File: src/hw/rtl/cbd_pkg.sv
// Shared types and constants of the coherent binary demodulator.
`timescale 1ns / 1ps

package cbd_pkg;

    // Sample and accumulator widths.
    localparam int SAMPLE_WIDTH = 16;
    localparam int PROD_WIDTH   = 2 * SAMPLE_WIDTH;
    localparam int ACC_WIDTH    = 48;

    // Bit period limits.
    localparam int MAX_SAMPLES_PER_BIT = 1024;
    localparam int LEN_WIDTH           = 11;
    localparam int CNT_WIDTH           = $clog2(MAX_SAMPLES_PER_BIT);

    // Configuration port.
    localparam int CFG_INDEX_WIDTH = 2;
    localparam int CFG_DATA_WIDTH  = ACC_WIDTH;
    localparam logic [LEN_WIDTH-1:0] SPB_RESET = LEN_WIDTH'(100);

    typedef enum logic [CFG_INDEX_WIDTH-1:0] {
        CFG_DUAL_MODE       = 2'd0,
        CFG_SAMPLES_PER_BIT = 2'd1,
        CFG_THRESHOLD       = 2'd2
    } cbd_cfg_idx_t;

    // Settings in force, as seen by the datapath.
    typedef struct packed {
        logic                        dual_mode;
        logic [LEN_WIDTH-1:0]        bit_len;
        logic signed [ACC_WIDTH-1:0] threshold;
    } cbd_cfg_t;

    // Finished sums of one bit period, handed from the integrator to the slicer.
    typedef struct packed {
        logic                 valid;
        logic [ACC_WIDTH-1:0] acc_a;
        logic [ACC_WIDTH-1:0] acc_b;
    } cbd_sums_t;

endpackage

File: src/hw/rtl/cbd_mac.sv
// Input register, product stage and integrate-and-dump accumulators.
`timescale 1ns / 1ps

module cbd_mac import cbd_pkg::*; (
    input  logic                           aclk,
    input  logic                           aresetn,
    input  logic                           s_valid,
    output logic                           s_ready,
    input  logic signed [SAMPLE_WIDTH-1:0] s_rx_sample,
    input  logic signed [SAMPLE_WIDTH-1:0] s_ref_a,
    input  logic signed [SAMPLE_WIDTH-1:0] s_ref_b,
    input  cbd_cfg_t                       cfg,
    output cbd_sums_t                      sums,
    input  logic                           sums_ready
);

    logic                           in_valid_reg;
    logic signed [SAMPLE_WIDTH-1:0] rx_reg, ref_a_reg, ref_b_reg;
    logic                           prod_valid_reg;
    logic signed [PROD_WIDTH-1:0]   prod_a_reg, prod_b_reg;
    logic [ACC_WIDTH-1:0]           acc_a_reg, acc_b_reg;
    logic [ACC_WIDTH-1:0]           dump_a_reg, dump_b_reg;
    logic                           dump_valid_reg, dump_valid_next;
    logic [CNT_WIDTH-1:0]           count_reg;

    logic                 dump_ready, prod_ready, in_ready;
    logic                 take, last;
    logic [ACC_WIDTH-1:0] sum_a, sum_b;

    // Each stage moves on when it is empty or its successor moves on.
    assign dump_ready = !dump_valid_reg || sums_ready;
    assign prod_ready = !prod_valid_reg || dump_ready;
    assign in_ready   = !in_valid_reg || prod_ready;
    assign s_ready    = in_ready;

    // Sample count and running sums.
    assign take  = prod_valid_reg && dump_ready;
    assign last  = (LEN_WIDTH'(count_reg) + LEN_WIDTH'(1)) >= cfg.bit_len;
    assign sum_a = acc_a_reg + ACC_WIDTH'(prod_a_reg);
    assign sum_b = acc_b_reg + ACC_WIDTH'(prod_b_reg);

    assign dump_valid_next = (dump_valid_reg && !sums_ready) || (take && last);

    // Valid flags, count and accumulators.
    always_ff @(posedge aclk) begin
        if (!aresetn) begin
            in_valid_reg   <= 1'b0;
            prod_valid_reg <= 1'b0;
            dump_valid_reg <= 1'b0;
            count_reg      <= '0;
            acc_a_reg      <= '0;
            acc_b_reg      <= '0;
        end else begin
            if (in_ready) begin
                in_valid_reg <= s_valid;
            end
            if (prod_ready) begin
                prod_valid_reg <= in_valid_reg;
            end
            dump_valid_reg <= dump_valid_next;
            if (take) begin
                if (last) begin
                    count_reg <= '0;
                    acc_a_reg <= '0;
                    acc_b_reg <= '0;
                end else begin
                    count_reg <= count_reg + CNT_WIDTH'(1);
                    acc_a_reg <= sum_a;
                    acc_b_reg <= sum_b;
                end
            end
        end
    end

    // Sample, product and dump payload.
    always_ff @(posedge aclk) begin
        if (in_ready) begin
            rx_reg    <= s_rx_sample;
            ref_a_reg <= s_ref_a;
            ref_b_reg <= s_ref_b;
        end
        if (prod_ready) begin
            prod_a_reg <= rx_reg * ref_a_reg;
            prod_b_reg <= rx_reg * ref_b_reg;
        end
        if (take && last) begin
            dump_a_reg <= sum_a;
            dump_b_reg <= sum_b;
        end
    end

    assign sums.valid = dump_valid_reg;
    assign sums.acc_a = dump_a_reg;
    assign sums.acc_b = dump_b_reg;

endmodule

File: src/hw/rtl/cbd_decide.sv
// Correlation select and threshold decision with the result register.
`timescale 1ns / 1ps

module cbd_decide import cbd_pkg::*; (
    input  logic                        aclk,
    input  logic                        aresetn,
    input  cbd_cfg_t                    cfg,
    input  cbd_sums_t                   sums,
    output logic                        sums_ready,
    output logic                        m_valid,
    input  logic                        m_ready,
    output logic                        m_bit_value,
    output logic signed [ACC_WIDTH-1:0] m_correlation
);

    logic                        corr_valid_reg;
    logic signed [ACC_WIDTH-1:0] corr_reg;
    logic                        out_valid_reg;
    logic                        bit_reg;
    logic signed [ACC_WIDTH-1:0] out_corr_reg;
    logic                        out_ready;

    assign out_ready  = !out_valid_reg || m_ready;
    assign sums_ready = !corr_valid_reg || out_ready;

    // Stage valid flags.
    always_ff @(posedge aclk) begin
        if (!aresetn) begin
            corr_valid_reg <= 1'b0;
            out_valid_reg  <= 1'b0;
        end else begin
            if (sums_ready) begin
                corr_valid_reg <= sums.valid;
            end
            if (out_ready) begin
                out_valid_reg <= corr_valid_reg;
            end
        end
    end

    // In dual mode the correlation is the B sum minus the A sum.
    always_ff @(posedge aclk) begin
        if (sums_ready) begin
            corr_reg <= cfg.dual_mode ? $signed(sums.acc_b - sums.acc_a) : $signed(sums.acc_a);
        end
        if (out_ready) begin
            out_corr_reg <= corr_reg;
            bit_reg      <= corr_reg > cfg.threshold;
        end
    end

    assign m_valid       = out_valid_reg;
    assign m_bit_value   = bit_reg;
    assign m_correlation = out_corr_reg;

endmodule

File: src/hw/rtl/coherent_binary_demodulator_top.sv
// Top level of the coherent binary demodulator: configuration registers and datapath.
//
//   Channel  Direction  Handshake            Payload
//   s_       in         s_valid / s_ready    s_rx_sample, s_ref_a, s_ref_b
//   m_       out        m_valid / m_ready    m_bit_value, m_correlation
//   cfg_     in         cfg_valid/cfg_ready  cfg_index, cfg_data
//
// One sample transfer is taken every cycle while s_ready is high. The last sample of a bit
// period passes in turn the input register, the 16x16 product register, the 48-bit
// accumulate and dump register and the correlation select register; its bit decision is
// then offered from the decision register.
// Reset (aresetn, synchronous) empties every stage, clears the sums and count and
// loads the register defaults. A stall on m_ready fills the stages one by one before
// s_ready drops; configuration writes are always ready.
`timescale 1ns / 1ps

module coherent_binary_demodulator_top import cbd_pkg::*; (
    input  logic                           aclk,
    input  logic                           aresetn,
    input  logic                           s_valid,
    output logic                           s_ready,
    input  logic signed [SAMPLE_WIDTH-1:0] s_rx_sample,
    input  logic signed [SAMPLE_WIDTH-1:0] s_ref_a,
    input  logic signed [SAMPLE_WIDTH-1:0] s_ref_b,
    output logic                           m_valid,
    input  logic                           m_ready,
    output logic                           m_bit_value,
    output logic signed [ACC_WIDTH-1:0]    m_correlation,
    input  logic                           cfg_valid,
    output logic                           cfg_ready,
    input  logic [CFG_INDEX_WIDTH-1:0]     cfg_index,
    input  logic [CFG_DATA_WIDTH-1:0]      cfg_data
);

    logic                        dual_mode_reg;
    logic [LEN_WIDTH-1:0]        spb_reg;
    logic signed [ACC_WIDTH-1:0] threshold_reg;
    cbd_cfg_t                    cfg;
    cbd_sums_t                   sums;
    logic                        sums_ready;

    assign cfg_ready = 1'b1;

    // Register writes; an index beyond the list is dropped.
    always_ff @(posedge aclk) begin
        if (!aresetn) begin
            dual_mode_reg <= 1'b0;
            spb_reg       <= SPB_RESET;
            threshold_reg <= '0;
        end else if (cfg_valid && cfg_ready) begin
            unique case (cbd_cfg_idx_t'(cfg_index))
                CFG_DUAL_MODE:       dual_mode_reg <= cfg_data[0];
                CFG_SAMPLES_PER_BIT: spb_reg       <= cfg_data[LEN_WIDTH-1:0];
                CFG_THRESHOLD:       threshold_reg <= $signed(cfg_data[ACC_WIDTH-1:0]);
                default: ;
            endcase
        end
    end

    // A zero length acts as one sample; lengths above the maximum are clamped.
    always_comb begin
        cfg.dual_mode = dual_mode_reg;
        cfg.threshold = threshold_reg;
        if (spb_reg == '0) begin
            cfg.bit_len = LEN_WIDTH'(1);
        end else if (spb_reg > LEN_WIDTH'(MAX_SAMPLES_PER_BIT)) begin
            cfg.bit_len = LEN_WIDTH'(MAX_SAMPLES_PER_BIT);
        end else begin
            cfg.bit_len = spb_reg;
        end
    end

    cbd_mac u_mac (
        .aclk        (aclk),
        .aresetn     (aresetn),
        .s_valid     (s_valid),
        .s_ready     (s_ready),
        .s_rx_sample (s_rx_sample),
        .s_ref_a     (s_ref_a),
        .s_ref_b     (s_ref_b),
        .cfg         (cfg),
        .sums        (sums),
        .sums_ready  (sums_ready)
    );

    cbd_decide u_decide (
        .aclk          (aclk),
        .aresetn       (aresetn),
        .cfg           (cfg),
        .sums          (sums),
        .sums_ready    (sums_ready),
        .m_valid       (m_valid),
        .m_ready       (m_ready),
        .m_bit_value   (m_bit_value),
        .m_correlation (m_correlation)
    );

endmodule

File: config.mk
export PLATFORM = sky130hd
export DESIGN_NAME = coherent_binary_demodulator_top
export DESIGN_NICKNAME = d
export VERILOG_FILES = /design/src/hw/rtl/cbd_pkg.sv /design/src/hw/rtl/cbd_mac.sv /design/src/hw/rtl/cbd_decide.sv /design/src/hw/rtl/coherent_binary_demodulator_top.sv
export SDC_FILE = /design/constraint.sdc
export NUM_CORES = 2
export LEC_CHECK = 0
export BUFFER_PORTS_ARGS = -buffer_cell sky130_fd_sc_hd__buf_4
export CAP_MARGIN = 20
export CELL_PAD_IN_SITES_DETAIL_PLACEMENT = 0
export CELL_PAD_IN_SITES_GLOBAL_PLACEMENT = 1
export CORE_MARGIN = 2
export CORE_UTILIZATION = 40
export DETAILED_ROUTE_END_ITERATION = 10
export GPL_TIMING_DRIVEN = 1
export PLACE_DENSITY = 0.78
export SYNTH_ARGS = -nofsm -noshare
export SYNTH_HDL_FRONTEND = slang
export SYNTH_SLANG_ARGS = --single-unit
File: constraint.sdc
create_clock -name aclk -period 9.1 [get_ports aclk]
set_clock_uncertainty 0.2 [all_clocks]
set_input_delay 0.91 -clock aclk [delete_from_list [all_inputs] [get_ports aclk]]
set_output_delay 0.91 -clock aclk [all_outputs]
set_load 0.1 [all_outputs]
==> metrics.md <==
| Metric | Value |
|---|---|
| Outcome | `completed` |
| Required time at the worst-slack endpoint | `slightly above 9 ns` |
| Global-route usage over all layers | `about a fifth` |
| Fraction of power consumed by combinational cells | `approximately 70%` |
| Fin worst setup slack | `roughly 1.6 ns` |
| Worst path bufs/invs | `4` |
| Clk pwr share | `between 10 and 15%` |
| Synth-to-Final Area Change | `10.5%` |
| Cts repair resizes | `0` |
| Initial antenna violation count | `1` |
| Cell type with the largest total area after synthesis | `fa_1` |
| Cell types with the largest area share after synthesis | `fa_1 (24%), edfxtp_1 (20%), ha_1 (10%), dfxtp_1 (7.6%), inv_1 (6.0%)` |
| RSZ-0062 raised after global routing | `false` |
| Max IR drop VDD | `~0.61 mV` |
| Placed insts | `slightly above 6,000` |
| Leak Pwr | `approximately 23 nW` |
| Post-synth top area share | `a little under a quarter` |
| Post-synth EDFFs | `roughly 300` |
| Worst rel slew slack | `between 20% and 30%` |
| Number of endpoints with negative hold slack in the final report | `0` |
| Sequential fraction of design power | `between 10% and 20%` |
| Period minus WS final | `~7.5 ns` |
| First DRT Iteration DRCs | `approximately 1,700` |
| Buffers inserted during post-CTS setup optimization | `0` |
| Setup total negative slack | `0 ns` |
| Clock Root Buffer | `clkbuf_16` |
| Number of placement rows | `~120` |
| Switching power share of the total | `47.0%` |
| Number of warning messages in the yosys log | `0` |
| Max_cap viols | `0` |
| Cells along the critical path | `buf_4 -> nand2_1 -> fa_1 -> fa_1 -> inv_1 -> fa_1 -> inv_1 -> fa_1 -> inv_1 -> fa_1 -> fa_1 -> ha_1 -> a21oi_1 -> o21ai_0 -> a2111oi_2 -> a211oi_1 -> o31ai_1 -> nor2_1 -> a2111o_1 -> a21oi_1 -> xnor2_1` |
| Count of final setup violators | `0` |
| Routability-driven placement congestion ratio | `between 0.8 and 0.9` |
| Fraction of final layout cells sized beyond drive strength 1 | `6.89%` |
| Number of nets still failing antenna checks after routing | `0` |
| Slowest stage delay, CP | `0.84 ns` |
| Layout fillers | `roughly 11,000` |
| Met1 wire length | `between 40,000 and 50,000 um` |
| Async set-or-reset flop fraction in the synthesized netlist | `0%` |
| Average instance area after synthesis | `9.61 um2` |
| Type of the worst setup path | `flip-flop to flip-flop` |
| Final wirelength | `around 110,000 um` |
| TritonCTS Buffers | `approximately 60` |
| Maximum clock insertion buffer count | `3` |
| Uppermost routed layer | `met5` |
| Layout Cells excl Fill | `6,260` |
| Type of the tightest min-delay check | `input port to flip-flop` |
| Number of clock sinks seen by CTS | `approximately 480` |
| Maximum clock frequency | `approximately 130 MHz` |
| Dominant register cell in the synthesized netlist | `edfxtp_1` |
| Clock transition at path regs | `0.08 ns` |
| Leftover overflow at the end of global routing | `0` |
| Nets | `5,717` |
| CP endpoint kind | `flip-flop` |
| WL/cell | `roughly 17 um` |
| Cell area after technology mapping | `between 0.04 and 0.05 mm2` |
| Syn Inst Count | `4,659` |
| Biggest fanout along the worst timing path | `17` |
| Number of I/O pins | `~160` |
| Data arrival time of the critical path | `around 7.7 ns` |
| Count of input and output buffers | `about 150` |
| Final worst-path cycle share | `just over 80%` |
| Placement Setup Slack | `between 1.5 and 2 ns` |
| CTS tree | `built` |
| Met3 wire length | `about 4700 um` |
| Startpoint kind of the worst setup timing path | `flip-flop` |
| Sequential cell area fraction in the yosys report | `between 20% and 30%` |
| Most used cell along the critical path | `fa_1` |
| # hold bufs at CTS | `0` |
| Yosys reg bits | `approximately 480` |
| Latest clock arrival within the worst-skew pair | `approximately 0.69 ns` |
| Synthesized Nets | `between 5,000 and 6,000` |
| Via count of the first global-routing pass | `approximately 33,000` |
| Core ar. | `0.111 mm2` |
| Slew at the pin with the worst max-slew slack | `roughly 1.1 ns` |
| HPWL reported at the end of detailed placement | `between 80,000 and 90,000 um` |
| Initial core utilization | `roughly 40%` |
| Die Outline Area | `between 0.1 and 0.15 mm2` |
| H-tree levels | `2` |
| Drt first pass iters | `7` |
| Library cells used by synthesis | `77` |
| Via density | `just over 5` |
| Net switching component of the power | `9.46 mW` |
| Max Transition Viols Final | `0` |
| Antenna Cells | `0` |
| Final total power | `20.1 mW` |
| Critical-path top delay cell | `edfxtp_1` |
| Pin count of the biggest net entering global routing | `roughly 90` |
| Overall via count from detail_route | `around 32,000` |
| Power Dens Cells | `between 400 and 500 mW/mm2` |
| Die height | `between 300 and 400 um` |
| Internal portion of total power | `roughly 11 mW` |
| Remaining DRCs | `0` |
| Category of cells accounting for the largest share of critical-path delay | `adder cells` |
| Post-layout util | `between 40% and 50%` |
| First-pass GRT wire length | `between 150,000 and 200,000 um` |
| Horizontal extent of the die | `between 300 and 400 um` |
| Wire length on met2 | `a little over 50,000 um` |
==> metrics by stage <==
step	instance area (um2)	hold slack (ns)
2_1_floorplan	44800	0.222
3_3_place_gp	47300	0.234
3_5_place_dp	47400	0.241
4_1_cts	49400	0.105
5_1_grt	49400	0.137
6_report	49400	0.184
==> path summary, 6_finish.rpt <==
| kind | from | endpoint | slack, ns | cells past startpoint |
|---|---|---|---|---|
| hold / removal | s_ref_a[14] | u_mac.ref_a_reg[14] | 0.18 | 1 |
| hold reg to reg | u_decide.corr_reg[0] | u_decide.m_correlation[0] | 0.20 | 0 |
| setup / recovery | u_mac.rx_reg[9] | u_mac.prod_b_reg[31] | 1.60 | 21 |
| setup reg to reg | u_mac.rx_reg[9] | u_mac.prod_b_reg[31] | 1.60 | 21 |
==> power groups by stage <==
| stage | Clock (mW) | Sequential [mW] | Combinational [mW] |
|---|---|---|---|
| 2_1_floorplan | 0 | 3.50 | 10.6 |
| 3_3_place_gp | 0 | 3.65 | 13.8 |
| 3_5_place_dp | 0 | 3.65 | 14.0 |
| 4_1_cts | 2.55 | 3.60 | 14.1 |
| 5_1_grt | 2.62 | 3.62 | 16.1 |
| 6_report | 2.46 | 3.60 | 14.1 |
==> cells by family (layout without fill, tap and decap cells) <==
logic type                 after synthesis  after routing  synth area share, %
muxes                                   13             13                0.319
xor gates and xnor gates               217            217                 4.25
buffers and inverters                  906           1019                 7.63
and+or+nand+nor                       1302           1302                 13.9
DFF                                    476            476                 28.1
other                                    1              1              0.00838
adders and majority gates              892            892                 33.8
AOI/OAI and AO/OA                      852            852                 12.0
==> cells in the final DEF (no fill, tap or decap), types with 9 or more instances in the layout <==
cell         n
a211oi_1    20
a21o_1     129
a21oi_1    313
a22o_1      29
a22oi_1     35
a31oi_1     21
and2_1     259
and3_1      28
buf_4      187
clkbuf_16   59
clkinv_2    15
dfxtp_1    170
edfxtp_1   305
fa_1       527
ha_1       365
inv_1      713
mux2i_1     12
nand2_1    542
nand2b_1    28
nand3_1    100
nand3b_1    14
nand4_1     38
nor2_1     182
nor2b_1     31
nor3_1      30
nor4_1       9
o21a_1      29
o21ai_0    156
o21bai_1    23
or3_1       11
xnor2_1    145
xor2_1      72
==> worst reg2reg max path, cell delays in order, from the launching register on <==
cell	delay, ns
edfxtp_1	0.84
buf_4	0.39
nand2_1	0.12
fa_1	0.51
fa_1	0.55
inv_1	0.05
fa_1	0.49
inv_1	0.05
fa_1	0.53
inv_1	0.05
fa_1	0.49
fa_1	0.41
ha_1	0.36
a21oi_1	0.14
o21ai_0	0.13
a2111oi_2	0.50
a211oi_1	0.14
o31ai_1	0.66
nor2_1	0.12
a2111o_1	0.30
a21oi_1	0.18
xnor2_1	0.08
==> routing by layer <==
| metal | GRT usage, % | vias up |
|---|---|---|
| li1 | - | 15500 |
| met2 | 32.9 | 636 |
| met5 | 0 | - |
| met4 | 4.89 | 2 |
| met1 | 26.0 | 15700 |
| met3 | 2.41 | 140 |
==> cells in the mapped netlist (all sizes together), types with 21 or more instances <==
library cell,count
nand2b,28
a22o,29
nor3,31
nand3,100
o21a,29
nand4,38
edfxtp,305
ha,365
nor2b,31
o21bai,23
inv,718
and2,260
xor2,72
a31oi,21
nor2,184
clkbuf,174
a21oi,313
and3,28
dfxtp,171
a21o,129
fa,527
a22oi,35
xnor2,145
o21ai,156
nand2,544
==> final cells by class <==
class / instances / area, um2 / share of cell area (%)
multi-input combinational: 3277 / 28800 / 58.2
clock inverter: 45 / 518 / 1.05
sequential: 476 / 12600 / 25.5
timing repair buffer: 189 / 1460 / 2.95
tap: 1488 / 1860 / 3.77
clock buffer: 66 / 1520 / 3.08
inverter: 719 / 2700 / 5.47
Note: power is estimated with default switching activity, not from simulation.
